File: config.mk
export PLATFORM = sky130hd
export DESIGN_NAME = length_prefixed_command_deframer_unit_flat
export DESIGN_NICKNAME = d
export VERILOG_FILES = /design/src/hdl/lpcd_pkg.sv /design/src/hdl/lpcd_if.sv /design/src/hdl/length_prefixed_command_deframer_unit.sv /design/src/hdl/lpcd_front.sv /design/src/hdl/lpcd_queue.sv /design/src/hdl/lpcd_back.sv /design/src/flat_wrapper.sv
export SDC_FILE = /design/constraint.sdc
export NUM_CORES = 1
export LEC_CHECK = 0
export BUFFER_PORTS_ARGS = -buffer_cell sky130_fd_sc_hd__buf_2
export CAP_MARGIN = 20
export CORE_UTILIZATION = 45
export CTS_BUF_LIST = sky130_fd_sc_hd__clkbuf_8
export CTS_CLUSTER_DIAMETER = 60
export CTS_CLUSTER_SIZE = 28
export DETAILED_ROUTE_END_ITERATION = 10
export SYNTH_ARGS = -nofsm -noshare
export SYNTH_HDL_FRONTEND = slang
export SYNTH_SLANG_ARGS = --single-unit
File: constraint.sdc
create_clock -name clk -period 8.6 [get_ports clk]
set_clock_uncertainty 0.1 [all_clocks]
set_input_delay 1.29 -clock clk [delete_from_list [all_inputs] [get_ports clk]]
set_output_delay 1.29 -clock clk [all_outputs]
set_load 0.005 [all_outputs]
File: src/hdl/lpcd_pkg.sv
// shared types and constants for the length-prefixed command deframer
`timescale 1ns / 1ps
`default_nettype none

package lpcd_pkg;

    localparam int unsigned POS_W       = 17;
    localparam int unsigned SIZE_W      = 16;
    localparam int unsigned BYTE_W      = 8;
    localparam int unsigned HDR_LEN     = 4;
    localparam int unsigned PADDR_W     = 3;
    localparam int unsigned PDATA_W     = 32;
    localparam int unsigned QUEUE_DEPTH = 2;
    localparam int unsigned QPTR_W      = (QUEUE_DEPTH > 1) ? $clog2(QUEUE_DEPTH) : 1;
    localparam int unsigned QCNT_W      = $clog2(QUEUE_DEPTH + 1);

    localparam logic [SIZE_W-1:0] MAX_SIZE_RESET = 16'd1024;

    // register index taken from paddr[2]
    localparam logic REG_MAX_PAYLOAD_SIZE = 1'b0;

    // header byte positions
    localparam logic [POS_W-1:0] POS_ID      = 17'd0;
    localparam logic [POS_W-1:0] POS_SIZE_HI = 17'd1;
    localparam logic [POS_W-1:0] POS_SIZE_LO = 17'd2;
    localparam logic [POS_W-1:0] POS_CMD     = 17'd3;

    typedef enum logic [2:0] {
        ST_HEADER   = 3'd0,
        ST_PAYLOAD  = 3'd1,
        ST_COMPLETE = 3'd2,
        ST_SIZE_ERR = 3'd3,
        ST_DISCARD  = 3'd4
    } status_t;

    // classified item handed from front to back
    typedef struct packed {
        status_t             status;
        logic [BYTE_W-1:0]   id;
        logic [BYTE_W-1:0]   cmd;
        logic [SIZE_W-1:0]   size;
        logic [BYTE_W-1:0]   data;
        logic [SIZE_W-1:0]   offset;
        logic                pvalid;
    } rec_t;

endpackage

`default_nettype wire

File: src/hdl/lpcd_if.sv
// stream interfaces for received bytes and parse results
`timescale 1ns / 1ps
`default_nettype none

interface lpcd_byte_if;
    logic                          valid;
    logic                          ready;
    logic [lpcd_pkg::BYTE_W-1:0]   data_byte;
    logic                          chunk_start;

    modport source (output valid, output data_byte, output chunk_start, input ready);
    modport sink   (input valid, input data_byte, input chunk_start, output ready);
endinterface

interface lpcd_result_if;
    logic                          valid;
    logic                          ready;
    logic [2:0]                    status;
    logic [lpcd_pkg::BYTE_W-1:0]   message_id;
    logic [lpcd_pkg::BYTE_W-1:0]   command_code;
    logic [lpcd_pkg::SIZE_W-1:0]   frame_size;
    logic [lpcd_pkg::BYTE_W-1:0]   payload_value;
    logic [lpcd_pkg::SIZE_W-1:0]   payload_offset;
    logic                          payload_valid;

    modport source (output valid, output status, output message_id, output command_code,
                    output frame_size, output payload_value, output payload_offset,
                    output payload_valid, input ready);
    modport sink   (input valid, input status, input message_id, input command_code,
                    input frame_size, input payload_value, input payload_offset,
                    input payload_valid, output ready);
endinterface

`default_nettype wire

File: src/hdl/length_prefixed_command_deframer_unit.sv
// top level of the length-prefixed command deframer
//
// byte_in carries one received byte per item with a chunk-start flag; result_out
// gives exactly one result per byte: header, payload (with offset), frame complete,
// size error or discarded, together with the held message id and command code.
// frames are id, size high, size low, command, then size payload bytes.
// the apb port holds one register, max_payload_size at address 0 (reset 1024);
// sizes above it raise a size error and the rest of the chunk is discarded.
// throughput is one byte per cycle while the queue has space: the next parse position,
// size compare and completion compare are all combinational in the front end.
// each accepted byte is written into the two-entry queue and then loaded into the
// output register, from which the receiver takes its result.
// when the receiver stalls, the output register holds its result and the queue
// absorbs up to two further bytes; byte_in.ready then drops until space frees.
// reset clears the parse state, empties the queue and clears the output valid flag,
// and restores the size limit to 1024.
`timescale 1ns / 1ps
`default_nettype none

module length_prefixed_command_deframer_unit (
    input  wire logic                          clk,
    input  wire logic                          rst_n,
    lpcd_byte_if.sink                          byte_in,
    lpcd_result_if.source                      result_out,
    input  wire logic                          psel,
    input  wire logic                          penable,
    input  wire logic                          pwrite,
    input  wire logic [lpcd_pkg::PADDR_W-1:0]  paddr,
    input  wire logic [lpcd_pkg::PDATA_W-1:0]  pwdata,
    output      logic [lpcd_pkg::PDATA_W-1:0]  prdata,
    output      logic                          pready
);

    logic [lpcd_pkg::SIZE_W-1:0] max_size_reg, max_size_next;
    logic                        cfg_wr;
    logic                        q_full;
    logic                        q_push;
    lpcd_pkg::rec_t              q_push_rec;
    logic                        q_pop;
    logic                        q_pop_valid;
    lpcd_pkg::rec_t              q_pop_rec;

    assign pready = 1'b1;
    assign cfg_wr = psel && penable && pwrite && pready;

    always_comb
    begin
        max_size_next = max_size_reg;
        if (cfg_wr && paddr[2] == lpcd_pkg::REG_MAX_PAYLOAD_SIZE)
        begin
            max_size_next = pwdata[lpcd_pkg::SIZE_W-1:0];
        end
    end

    always_ff @(posedge clk or negedge rst_n)
    begin
        if (!rst_n)
        begin
            max_size_reg <= lpcd_pkg::MAX_SIZE_RESET;
        end
        else
        begin
            max_size_reg <= max_size_next;
        end
    end

    always_comb
    begin
        if (paddr[2] == lpcd_pkg::REG_MAX_PAYLOAD_SIZE)
        begin
            prdata = {{(lpcd_pkg::PDATA_W - lpcd_pkg::SIZE_W){1'b0}}, max_size_reg};
        end
        else
        begin
            prdata = '0;
        end
    end

    lpcd_front u_front (
        .clk      (clk),
        .rst_n    (rst_n),
        .byte_in  (byte_in),
        .max_size (max_size_reg),
        .q_full   (q_full),
        .push     (q_push),
        .push_rec (q_push_rec)
    );

    lpcd_queue u_queue (
        .clk       (clk),
        .rst_n     (rst_n),
        .push      (q_push),
        .push_rec  (q_push_rec),
        .full      (q_full),
        .pop       (q_pop),
        .pop_valid (q_pop_valid),
        .pop_rec   (q_pop_rec)
    );

    lpcd_back u_back (
        .clk        (clk),
        .rst_n      (rst_n),
        .q_valid    (q_pop_valid),
        .q_rec      (q_pop_rec),
        .pop        (q_pop),
        .result_out (result_out)
    );

endmodule

`default_nettype wire

File: src/hdl/lpcd_front.sv
// front end: holds parse state, accepts and classifies each received byte
`timescale 1ns / 1ps
`default_nettype none

module lpcd_front (
    input  wire logic                          clk,
    input  wire logic                          rst_n,
    lpcd_byte_if.sink                          byte_in,
    input  wire logic [lpcd_pkg::SIZE_W-1:0]   max_size,
    input  wire logic                          q_full,
    output      logic                          push,
    output      lpcd_pkg::rec_t                push_rec
);

    logic [lpcd_pkg::POS_W-1:0]  pos_reg, pos_next;
    logic [lpcd_pkg::SIZE_W-1:0] size_reg, size_next;
    logic [lpcd_pkg::BYTE_W-1:0] id_reg, id_next;
    logic [lpcd_pkg::BYTE_W-1:0] cmd_reg, cmd_next;
    logic                        discard_reg, discard_next;

    logic [lpcd_pkg::POS_W-1:0]  pos_eff;
    logic [lpcd_pkg::POS_W-1:0]  pos_inc;
    logic [lpcd_pkg::POS_W-1:0]  pay_off;
    logic                        discard_eff;
    lpcd_pkg::status_t           status;
    logic                        pvalid;

    assign byte_in.ready = !q_full;
    assign push          = byte_in.valid && byte_in.ready;

    always_comb
    begin
        // chunk start clears position and discard before the byte is parsed
        pos_eff      = byte_in.chunk_start ? '0 : pos_reg;
        discard_eff  = byte_in.chunk_start ? 1'b0 : discard_reg;
        pos_next     = pos_eff;
        discard_next = discard_eff;
        size_next    = size_reg;
        id_next      = id_reg;
        cmd_next     = cmd_reg;
        status       = lpcd_pkg::ST_HEADER;
        pvalid       = 1'b0;
        pay_off      = pos_eff - lpcd_pkg::POS_W'(lpcd_pkg::HDR_LEN);
        pos_inc      = pos_eff + lpcd_pkg::POS_W'(1);

        if (discard_eff)
        begin
            status = lpcd_pkg::ST_DISCARD;
        end
        else
        begin
            unique case (pos_eff)
                lpcd_pkg::POS_ID:      id_next = byte_in.data_byte;
                lpcd_pkg::POS_SIZE_HI: size_next = {byte_in.data_byte, 8'h00};
                lpcd_pkg::POS_SIZE_LO:
                begin
                    size_next = {size_reg[15:8], byte_in.data_byte};
                    if (size_next > max_size)
                    begin
                        status       = lpcd_pkg::ST_SIZE_ERR;
                        discard_next = 1'b1;
                    end
                end
                lpcd_pkg::POS_CMD:     cmd_next = byte_in.data_byte;
                default:
                begin
                    status = lpcd_pkg::ST_PAYLOAD;
                    pvalid = 1'b1;
                end
            endcase

            if (status == lpcd_pkg::ST_SIZE_ERR)
            begin
                pos_next = '0;
            end
            else
            begin
                pos_next = pos_inc;
                // frame done once the payload count meets the size
                if (pos_inc >= lpcd_pkg::POS_W'(lpcd_pkg::HDR_LEN) &&
                    (pos_inc - lpcd_pkg::POS_W'(lpcd_pkg::HDR_LEN)) == {1'b0, size_next})
                begin
                    pos_next = '0;
                    status   = lpcd_pkg::ST_COMPLETE;
                end
            end
        end
    end

    always_comb
    begin
        push_rec.status = status;
        push_rec.id     = id_next;
        push_rec.cmd    = cmd_next;
        push_rec.size   = size_next;
        push_rec.data   = byte_in.data_byte;
        push_rec.offset = pay_off[lpcd_pkg::SIZE_W-1:0];
        push_rec.pvalid = pvalid;
    end

    always_ff @(posedge clk or negedge rst_n)
    begin
        if (!rst_n)
        begin
            pos_reg     <= '0;
            size_reg    <= '0;
            id_reg      <= '0;
            cmd_reg     <= '0;
            discard_reg <= 1'b0;
        end
        else if (push)
        begin
            pos_reg     <= pos_next;
            size_reg    <= size_next;
            id_reg      <= id_next;
            cmd_reg     <= cmd_next;
            discard_reg <= discard_next;
        end
    end

endmodule

`default_nettype wire

File: src/hdl/lpcd_queue.sv
// short register queue between the front and back ends
`timescale 1ns / 1ps
`default_nettype none

module lpcd_queue (
    input  wire logic            clk,
    input  wire logic            rst_n,
    input  wire logic            push,
    input  wire lpcd_pkg::rec_t  push_rec,
    output      logic            full,
    input  wire logic            pop,
    output      logic            pop_valid,
    output      lpcd_pkg::rec_t  pop_rec
);

    lpcd_pkg::rec_t              entry_reg [lpcd_pkg::QUEUE_DEPTH];
    logic [lpcd_pkg::QPTR_W-1:0] wr_ptr_reg, wr_ptr_next;
    logic [lpcd_pkg::QPTR_W-1:0] rd_ptr_reg, rd_ptr_next;
    logic [lpcd_pkg::QCNT_W-1:0] count_reg, count_next;
    logic                        do_push, do_pop;

    assign full      = (count_reg == lpcd_pkg::QCNT_W'(lpcd_pkg::QUEUE_DEPTH));
    assign pop_valid = (count_reg != '0);
    assign pop_rec   = entry_reg[rd_ptr_reg];
    assign do_push   = push && !full;
    assign do_pop    = pop && pop_valid;

    always_comb
    begin
        wr_ptr_next = wr_ptr_reg;
        rd_ptr_next = rd_ptr_reg;
        count_next  = count_reg;
        if (do_push)
        begin
            wr_ptr_next = (wr_ptr_reg == lpcd_pkg::QPTR_W'(lpcd_pkg::QUEUE_DEPTH - 1))
                          ? '0 : wr_ptr_reg + lpcd_pkg::QPTR_W'(1);
        end
        if (do_pop)
        begin
            rd_ptr_next = (rd_ptr_reg == lpcd_pkg::QPTR_W'(lpcd_pkg::QUEUE_DEPTH - 1))
                          ? '0 : rd_ptr_reg + lpcd_pkg::QPTR_W'(1);
        end
        if (do_push && !do_pop)
        begin
            count_next = count_reg + lpcd_pkg::QCNT_W'(1);
        end
        else if (do_pop && !do_push)
        begin
            count_next = count_reg - lpcd_pkg::QCNT_W'(1);
        end
    end

    always_ff @(posedge clk)
    begin
        if (do_push)
        begin
            entry_reg[wr_ptr_reg] <= push_rec;
        end
    end

    always_ff @(posedge clk or negedge rst_n)
    begin
        if (!rst_n)
        begin
            wr_ptr_reg <= '0;
            rd_ptr_reg <= '0;
            count_reg  <= '0;
        end
        else
        begin
            wr_ptr_reg <= wr_ptr_next;
            rd_ptr_reg <= rd_ptr_next;
            count_reg  <= count_next;
        end
    end

endmodule

`default_nettype wire

File: src/hdl/lpcd_back.sv
// back end: formats each classified item into a result and holds it in the output register
`timescale 1ns / 1ps
`default_nettype none

module lpcd_back (
    input  wire logic            clk,
    input  wire logic            rst_n,
    input  wire logic            q_valid,
    input  wire lpcd_pkg::rec_t  q_rec,
    output      logic            pop,
    lpcd_result_if.source        result_out
);

    logic                          valid_reg, valid_next;
    logic [2:0]                    status_reg, status_next;
    logic [lpcd_pkg::BYTE_W-1:0]   id_reg, id_next;
    logic [lpcd_pkg::BYTE_W-1:0]   cmd_reg, cmd_next;
    logic [lpcd_pkg::SIZE_W-1:0]   fsize_reg, fsize_next;
    logic [lpcd_pkg::BYTE_W-1:0]   pval_reg, pval_next;
    logic [lpcd_pkg::SIZE_W-1:0]   poff_reg, poff_next;
    logic                          pvalid_reg, pvalid_next;

    assign pop = q_valid && (!valid_reg || result_out.ready);

    always_comb
    begin
        status_next = q_rec.status;
        id_next     = q_rec.id;
        cmd_next    = q_rec.cmd;
        pvalid_next = q_rec.pvalid;
        // size only shown when the frame ends or is rejected
        case (q_rec.status) inside
            lpcd_pkg::ST_COMPLETE,
            lpcd_pkg::ST_SIZE_ERR: fsize_next = q_rec.size;
            default:               fsize_next = '0;
        endcase
        pval_next = q_rec.pvalid ? q_rec.data : '0;
        poff_next = q_rec.pvalid ? q_rec.offset : '0;
    end

    always_comb
    begin
        valid_next = valid_reg;
        if (pop)
        begin
            valid_next = 1'b1;
        end
        else if (result_out.ready)
        begin
            valid_next = 1'b0;
        end
    end

    always_ff @(posedge clk or negedge rst_n)
    begin
        if (!rst_n)
        begin
            valid_reg <= 1'b0;
        end
        else
        begin
            valid_reg <= valid_next;
        end
    end

    always_ff @(posedge clk)
    begin
        if (pop)
        begin
            status_reg <= status_next;
            id_reg     <= id_next;
            cmd_reg    <= cmd_next;
            fsize_reg  <= fsize_next;
            pval_reg   <= pval_next;
            poff_reg   <= poff_next;
            pvalid_reg <= pvalid_next;
        end
    end

    assign result_out.valid          = valid_reg;
    assign result_out.status         = status_reg;
    assign result_out.message_id     = id_reg;
    assign result_out.command_code   = cmd_reg;
    assign result_out.frame_size     = fsize_reg;
    assign result_out.payload_value  = pval_reg;
    assign result_out.payload_offset = poff_reg;
    assign result_out.payload_valid  = pvalid_reg;

endmodule

`default_nettype wire

File: src/flat_wrapper.sv
// flat-port wrapper written by rule: the top's interface ports become plain ports
module length_prefixed_command_deframer_unit_flat 
  (clk, rst_n, psel, penable, pwrite, paddr, pwdata, prdata, pready, byte_in_valid, byte_in_data_byte, byte_in_chunk_start, byte_in_ready, result_out_valid, result_out_status, result_out_message_id, result_out_command_code, result_out_frame_size, result_out_payload_value, result_out_payload_offset, result_out_payload_valid, result_out_ready);
  lpcd_byte_if byte_in_i ();
  lpcd_result_if result_out_i ();
  input  wire logic clk;
  input  wire logic rst_n;
  input  wire logic psel;
  input  wire logic penable;
  input  wire logic pwrite;
  input  wire logic [lpcd_pkg::PADDR_W-1:0] paddr;
  input  wire logic [lpcd_pkg::PDATA_W-1:0] pwdata;
  output      logic [lpcd_pkg::PDATA_W-1:0] prdata;
  output      logic pready;
  input wire logic [$bits(byte_in_i.valid)-1:0] byte_in_valid;
  input wire logic [$bits(byte_in_i.data_byte)-1:0] byte_in_data_byte;
  input wire logic [$bits(byte_in_i.chunk_start)-1:0] byte_in_chunk_start;
  output wire logic [$bits(byte_in_i.ready)-1:0] byte_in_ready;
  output wire logic [$bits(result_out_i.valid)-1:0] result_out_valid;
  output wire logic [$bits(result_out_i.status)-1:0] result_out_status;
  output wire logic [$bits(result_out_i.message_id)-1:0] result_out_message_id;
  output wire logic [$bits(result_out_i.command_code)-1:0] result_out_command_code;
  output wire logic [$bits(result_out_i.frame_size)-1:0] result_out_frame_size;
  output wire logic [$bits(result_out_i.payload_value)-1:0] result_out_payload_value;
  output wire logic [$bits(result_out_i.payload_offset)-1:0] result_out_payload_offset;
  output wire logic [$bits(result_out_i.payload_valid)-1:0] result_out_payload_valid;
  input wire logic [$bits(result_out_i.ready)-1:0] result_out_ready;
  assign byte_in_i.valid = byte_in_valid;
  assign byte_in_i.data_byte = byte_in_data_byte;
  assign byte_in_i.chunk_start = byte_in_chunk_start;
  assign byte_in_ready = byte_in_i.ready;
  assign result_out_valid = result_out_i.valid;
  assign result_out_status = result_out_i.status;
  assign result_out_message_id = result_out_i.message_id;
  assign result_out_command_code = result_out_i.command_code;
  assign result_out_frame_size = result_out_i.frame_size;
  assign result_out_payload_value = result_out_i.payload_value;
  assign result_out_payload_offset = result_out_i.payload_offset;
  assign result_out_payload_valid = result_out_i.payload_valid;
  assign result_out_i.ready = result_out_ready;
  length_prefixed_command_deframer_unit u_core (.clk(clk), .rst_n(rst_n), .byte_in(byte_in_i), .result_out(result_out_i), .psel(psel), .penable(penable), .pwrite(pwrite), .paddr(paddr), .pwdata(pwdata), .prdata(prdata), .pready(pready));
endmodule
# == Word level (Yosys, flattened, before mapping) ==
# Memories as Yosys holds them, arrays and structs flattened.
# Index checks and enable logic that the tools add are counted.
# word_totals
mem_bits_ro,0
mem_count,1
word_cells,90
latch_bits,0
mem_bits_rw,120
register_bits,131
# mem_list
name,depth,width,read_ports,rd_clocked_by_memory_dff,write_ports,line_no,source
u_core.u_queue.entry_reg,2,60,1,0,1,lpcd_queue.sv:16,lpcd_pkg::rec_t entry_reg [lpcd_pkg::QUEUE_DEPTH];
# op_classes
addsub,7
bitwise_logic,1
shifts,0
mux,32
multipliers,0
order_cmp,2
eq_ne,8
div,0
n_reduce_logical,22
# op_table
op,n
$mux W17,4
$mux W16,3
$eq A17 B2 Y1 const B,2
$mux W8,4
$pmux W16 S2,1
$add A17 B1 Y17 const B,1
$eq A17 B1 Y1 const B,1
$eq A17 B16 Y1,1
$ge A17 B3 Y1 const B,1
$logic_not A17 Y1,1
$sub A17 B3 Y17 const B,1
$gt A16 B16 Y1,1
$sub A16 B3 Y16 const B,1
$mux W1,12
$mux W3,4
$logic_and A1 B1 Y1,10
$eq A3 B2 Y1 const B,3
$mux W2,3
$reduce_bool A2 Y1,3
$logic_not A1 Y1,4
$pmux W2 S2,1
$reduce_or A4 Y1,1
$reduce_or A3 Y1,1
$add A1 B1 Y1 const B,2
6 further kinds,6

# == Logic depth before layout (Yosys ltp) ==
# logic_depth
word_depth,9
mapped_depth,17
mapped_depth_nobuf,15

# == Hierarchy ==
# A second synthesis with hierarchy kept.
# unflattened
hier_cells,969
hier_area_um2,12848.6
# modules_own_cells
module,area_per_inst_um2,n_inst,cells_each
lpcd_front,4972.3,1,585
lpcd_queue,4829.6,1,206
lpcd_back,2145.8,1,108
length_prefixed_command_deframer_unit,900.9,1,70

# == Least setup slack after synthesis ==
# No wires, ideal clock.
# synth_path
path_kind,in2reg
startpoint,in byte_in_chunk_start
endpoint,reg u_core.u_front.pos_reg[5] in the netlist's numbering
cell_stages,16
n_path_buf,4
arrival_time_ps,5034
slack_ps,3324
path_cell_list,buf_2 -> clkbuf_1 -> buf_1 -> nor2b_1 -> ha_1 -> nand2_1 -> or3_1 -> xor2_1 -> nand3b_1 -> nand4b_1 -> o211a_1 -> o41ai_1 -> nand4b_1 -> o31ai_4 -> buf_6 -> o221ai_2
# synth_between
elab_chain_len,9
word_cells_on_any_way,20
classes_between,add/sub: 2; order compare: 1; eq/ne: 5; mux: 9; reduce/logical: 3
# synth_lines
element,line_no,source
from (decl),flat_wrapper.sv:17,input wire logic [$bits(byte_in_i.chunk_start)-1:0] byte_in_chunk_start;
"parallel branches: the longest is 8 deep, another holds $add A17 B1 Y17",--,
$mux W17 *,lpcd_front.sv:46,if (discard_eff)
to (signal assigned),lpcd_front.sv:113,pos_reg <= pos_next;
to (decl),lpcd_front.sv:15,"logic [lpcd_pkg::POS_W-1:0] pos_reg, pos_next;"
# Mark *: on every way between the ends. The select of a mux whose other input is x is not followed.
# A chain may end at the register's enable or synchronous reset.

# == Worst setup path after layout ==
# Ends and elaborated chain as after synthesis.

==> metrics <==
outcome finished, final reports clean; Worst Path Arrival 6.23 ns; Total GRT Usage between 10% and 20%; post-CTS sizing 0; Worst R2R Path Depth 13; hold path depth 2; core area 25500 sq um; Async SR Flop Fraction ~28%; R2R Setup Slk ~3.3 ns; Slew Limit Fails 0; Diodes inserted 0; Critical Path Start Type input port; max reg flops 120; GR peak layer met2; CP endpoint kind register; initial antenna violation count 0; Post-synth EDFFs 180; P&R area growth vs syn 12.1%; met3 Usage GRT 3.01%; DRT iter0 DRCs 428; Starting Density a little under half; Hold WC Path Type reg -> reg; standard-cell rows 58; PortBufs 110; GRT met1 Usage 26.3%; dpl cells between 1000 and 1500; DR vias/cell approximately 5.5; first-pass iteration count of the detailed router 5; Final Cycle Share 68.7%; Die Ht roughly 160 microns; layout cells sized above 1 roughly 23%; IO Count around 150; Worst-Margin Slew 1.01 ns; Antenna Violating Nets Remaining 0; Clk pin slew, worst setup/hold paths roughly 0.12 ns; CP max FO 29; Primary FF master, synth edfxtp_1; max_slew headroom between 30% and 40%; vias in the first global route between 7000 and 8000; Final Non-Filler Cells 1375; Max Cap Viol 0; Synth warnings 0; GP Congestion ~0.8; GRT met2 Usage between 20% and 30%; fmax about 170 MHz; proportion of netlist area held by the largest area contributor 45.8%; final WL around 25000 microns; worst hold path endpoint u_core.u_front.cmd_reg[1]; H-Tree Depth 1; critical path class in -> reg; via count 7499; clock sinks between 200 and 300; Pleak between 5 and 6 nW; CTS Buf Count 23; Final Util between 50% and 60%; multi-input logic area 4270 sq um; #FFs+latches synth between 200 and 300; gr ovfl total 0; Data required, critical path 8.93 ns; register area share after synthesis just over 60%; fill count around 2200; remaining routing DRC violations 0; Final min period between 5 and 6 ns; Die Footprint between 20000 and 30000 sq um; Synth cell types 72; Netlist Area Pre-Place about 12000 sq um; Worst-Skew Late Latency about 0.58 ns; final setup TNS 0 ns; FF-to-FF Start u_core.u_front.pos_reg[1]; Avg WL per Cell 18.0 microns; setup bufs post-CTS 0; Root Buffer clkbuf_8; FF/Latch Area 7180 sq um; capture point of the worst reg-to-reg path u_core.u_front.pos_reg[5]; Synth area leaders edfxtp_1 46%, dfrtp_1 15%, mux2_2 5.1%; die width around 160 microns; pwr/cell area between 300 and 400 nW/um^2; first-pass GRT wire length 38700 microns; Post-CTS Hold Fix Bufs 0; Synth area leader edfxtp_1; largest net degree at the start of global routing 72; RSZ-0062 raised after global routing false; Mapped Cells ~930; CTS tree done; Fin. Hold Viols 0; Layout Nets approximately 1100; hpwl dp ~16000 microns; # setup viols final 0; syn avg cell area roughly 13 sq um; total power roughly 4.3 mW; worst ir drop on vdd roughly 0.19 mV; CTS Buffer Depth 3; Worst Hold Launch u_core.u_front.cmd_reg[1]
## logic make-up (layout without fill, tap and decap cells)
kind of cell / count (synthesis) / after routing / synth area share [%]
buffers and inverters: 91 / 192 / 3.66
other: 2 / 17 / 0.0636
flip-flops: 251 / 251 / 60.8
AO/OA/AOI/OAI: 128 / 128 / 8.04
AND/OR/NAND/NOR: 288 / 288 / 12.0
adder cells (fa/ha/maj): 27 / 27 / 2.86
multiplexers: 101 / 101 / 9.23
XOR/XNOR: 41 / 41 / 3.26
## worst max-delay path: stages
cell	delay (ns)
buf_2	0.28
nor2b_1	0.46
ha_1	0.42
nand2_1	0.24
or3_1	0.40
xor2_1	0.46
nand3b_1	0.19
nand4b_1	0.30
o211a_1	0.28
o41ai_1	0.56
nand4b_1	0.24
o31ai_4	0.80
or3_1	0.22
o221ai_2	0.08
## per-stage QoR
step,setup slack (ns),hold WS (ns),area [sq um]
global placement,2.24,0.353,12600
finish,2.69,0.386,13200
CTS,2.78,0.387,13200
floorplan,3.32,0.342,11900
detailed placement,2.18,0.358,12600
global route,2.31,0.408,13200
## where the power goes
| part | internal, mW | total [mW] | switching (mW) |
|---|---|---|---|
| Combinational | 0.574 | 1.37 | 0.800 |
| Clock | 0.330 | 0.881 | 0.550 |
| Sequential | 1.86 | 2.04 | 0.180 |
## placed cells by master, fill, tap and decap left out, types with 9 or more instances in the layout
cell type	count
edfxtp_1	180
inv_1	30
nor3_1	11
buf_2	110
nand3_1	12
dfrtp_1	69
conb_1	17
clkbuf_8	23
a22oi_1	14
ha_1	27
buf_4	9
nor2_1	86
xor2_1	10
nor4_1	10
o31ai_1	14
o21ai_0	21
xnor2_1	29
mux2i_1	46
mux2_2	53
nand2_1	99
a22o_1	26
a21oi_1	17
## cell usage after synthesis, types with 2 or more instances
| cell | instances |
|---|---|
| buf_6 | 2 |
| nor4_1 | 10 |
| nor4b_1 | 2 |
| nor3b_1 | 3 |
| nand4_1 | 8 |
| mux2i_1 | 47 |
| nor2b_1 | 8 |
| ha_1 | 27 |
| nand4b_1 | 3 |
| conb_1 | 2 |
| inv_1 | 30 |
| and3b_1 | 2 |
| xnor2_1 | 29 |
| a22oi_2 | 2 |
| a32o_1 | 6 |
| nand2b_1 | 8 |
| and2_1 | 2 |
| buf_4 | 17 |
| dfrtp_1 | 70 |
| nand3_1 | 12 |
| o21ai_0 | 21 |
| nand2_1 | 99 |
| a21o_1 | 6 |
| or4_1 | 3 |
| nand3b_1 | 3 |
| nor3_1 | 11 |
| or3_1 | 8 |
| xor2_1 | 10 |
| nor2_1 | 88 |
| buf_1 | 5 |
| buf_2 | 8 |
| a22o_1 | 26 |
| edfxtp_1 | 180 |
| and3_1 | 6 |
| o211ai_1 | 4 |
| a21oi_1 | 17 |
| a22oi_1 | 14 |
| mux2_2 | 53 |
| o21ai_1 | 5 |
| clkbuf_1 | 27 |
| o31ai_1 | 14 |
## worst max-delay path by stage
stage / startpoint / slack [ns] / end / cells after the start
after floorplan: byte_in_chunk_start / 3.32 / u_core.u_front.pos_reg[5] / 16
after global placement: byte_in_chunk_start / 2.24 / u_core.u_front.pos_reg[5] / 14
after detailed placement: byte_in_chunk_start / 2.18 / u_core.u_front.pos_reg[5] / 14
after CTS: byte_in_chunk_start / 2.78 / u_core.u_front.pos_reg[5] / 14
after global routing: byte_in_chunk_start / 2.31 / u_core.u_front.pos_reg[5] / 14
final: byte_in_chunk_start / 2.69 / u_core.u_front.pos_reg[5] / 14
## per-layer routing
metal | wire [microns] | part of all wire [%]
met1 | 11400 | 46
met2 | 11500 | 46
met3 | 1300 | 5.2
met4 | 587 | 2.4
met5 | 0 | 0
## final cells by class
type                    instances  share of cell area, %
flip-flops and latches        251                   54.3
multi-input cells             602                   32.2
repair buffers                120                   4.71
well taps                     330                   3.12
clock buffers                  23                   2.39
clock inverters                18                   2.37
inverters                      31                  0.879
Power figures use the tool's default switching activity.
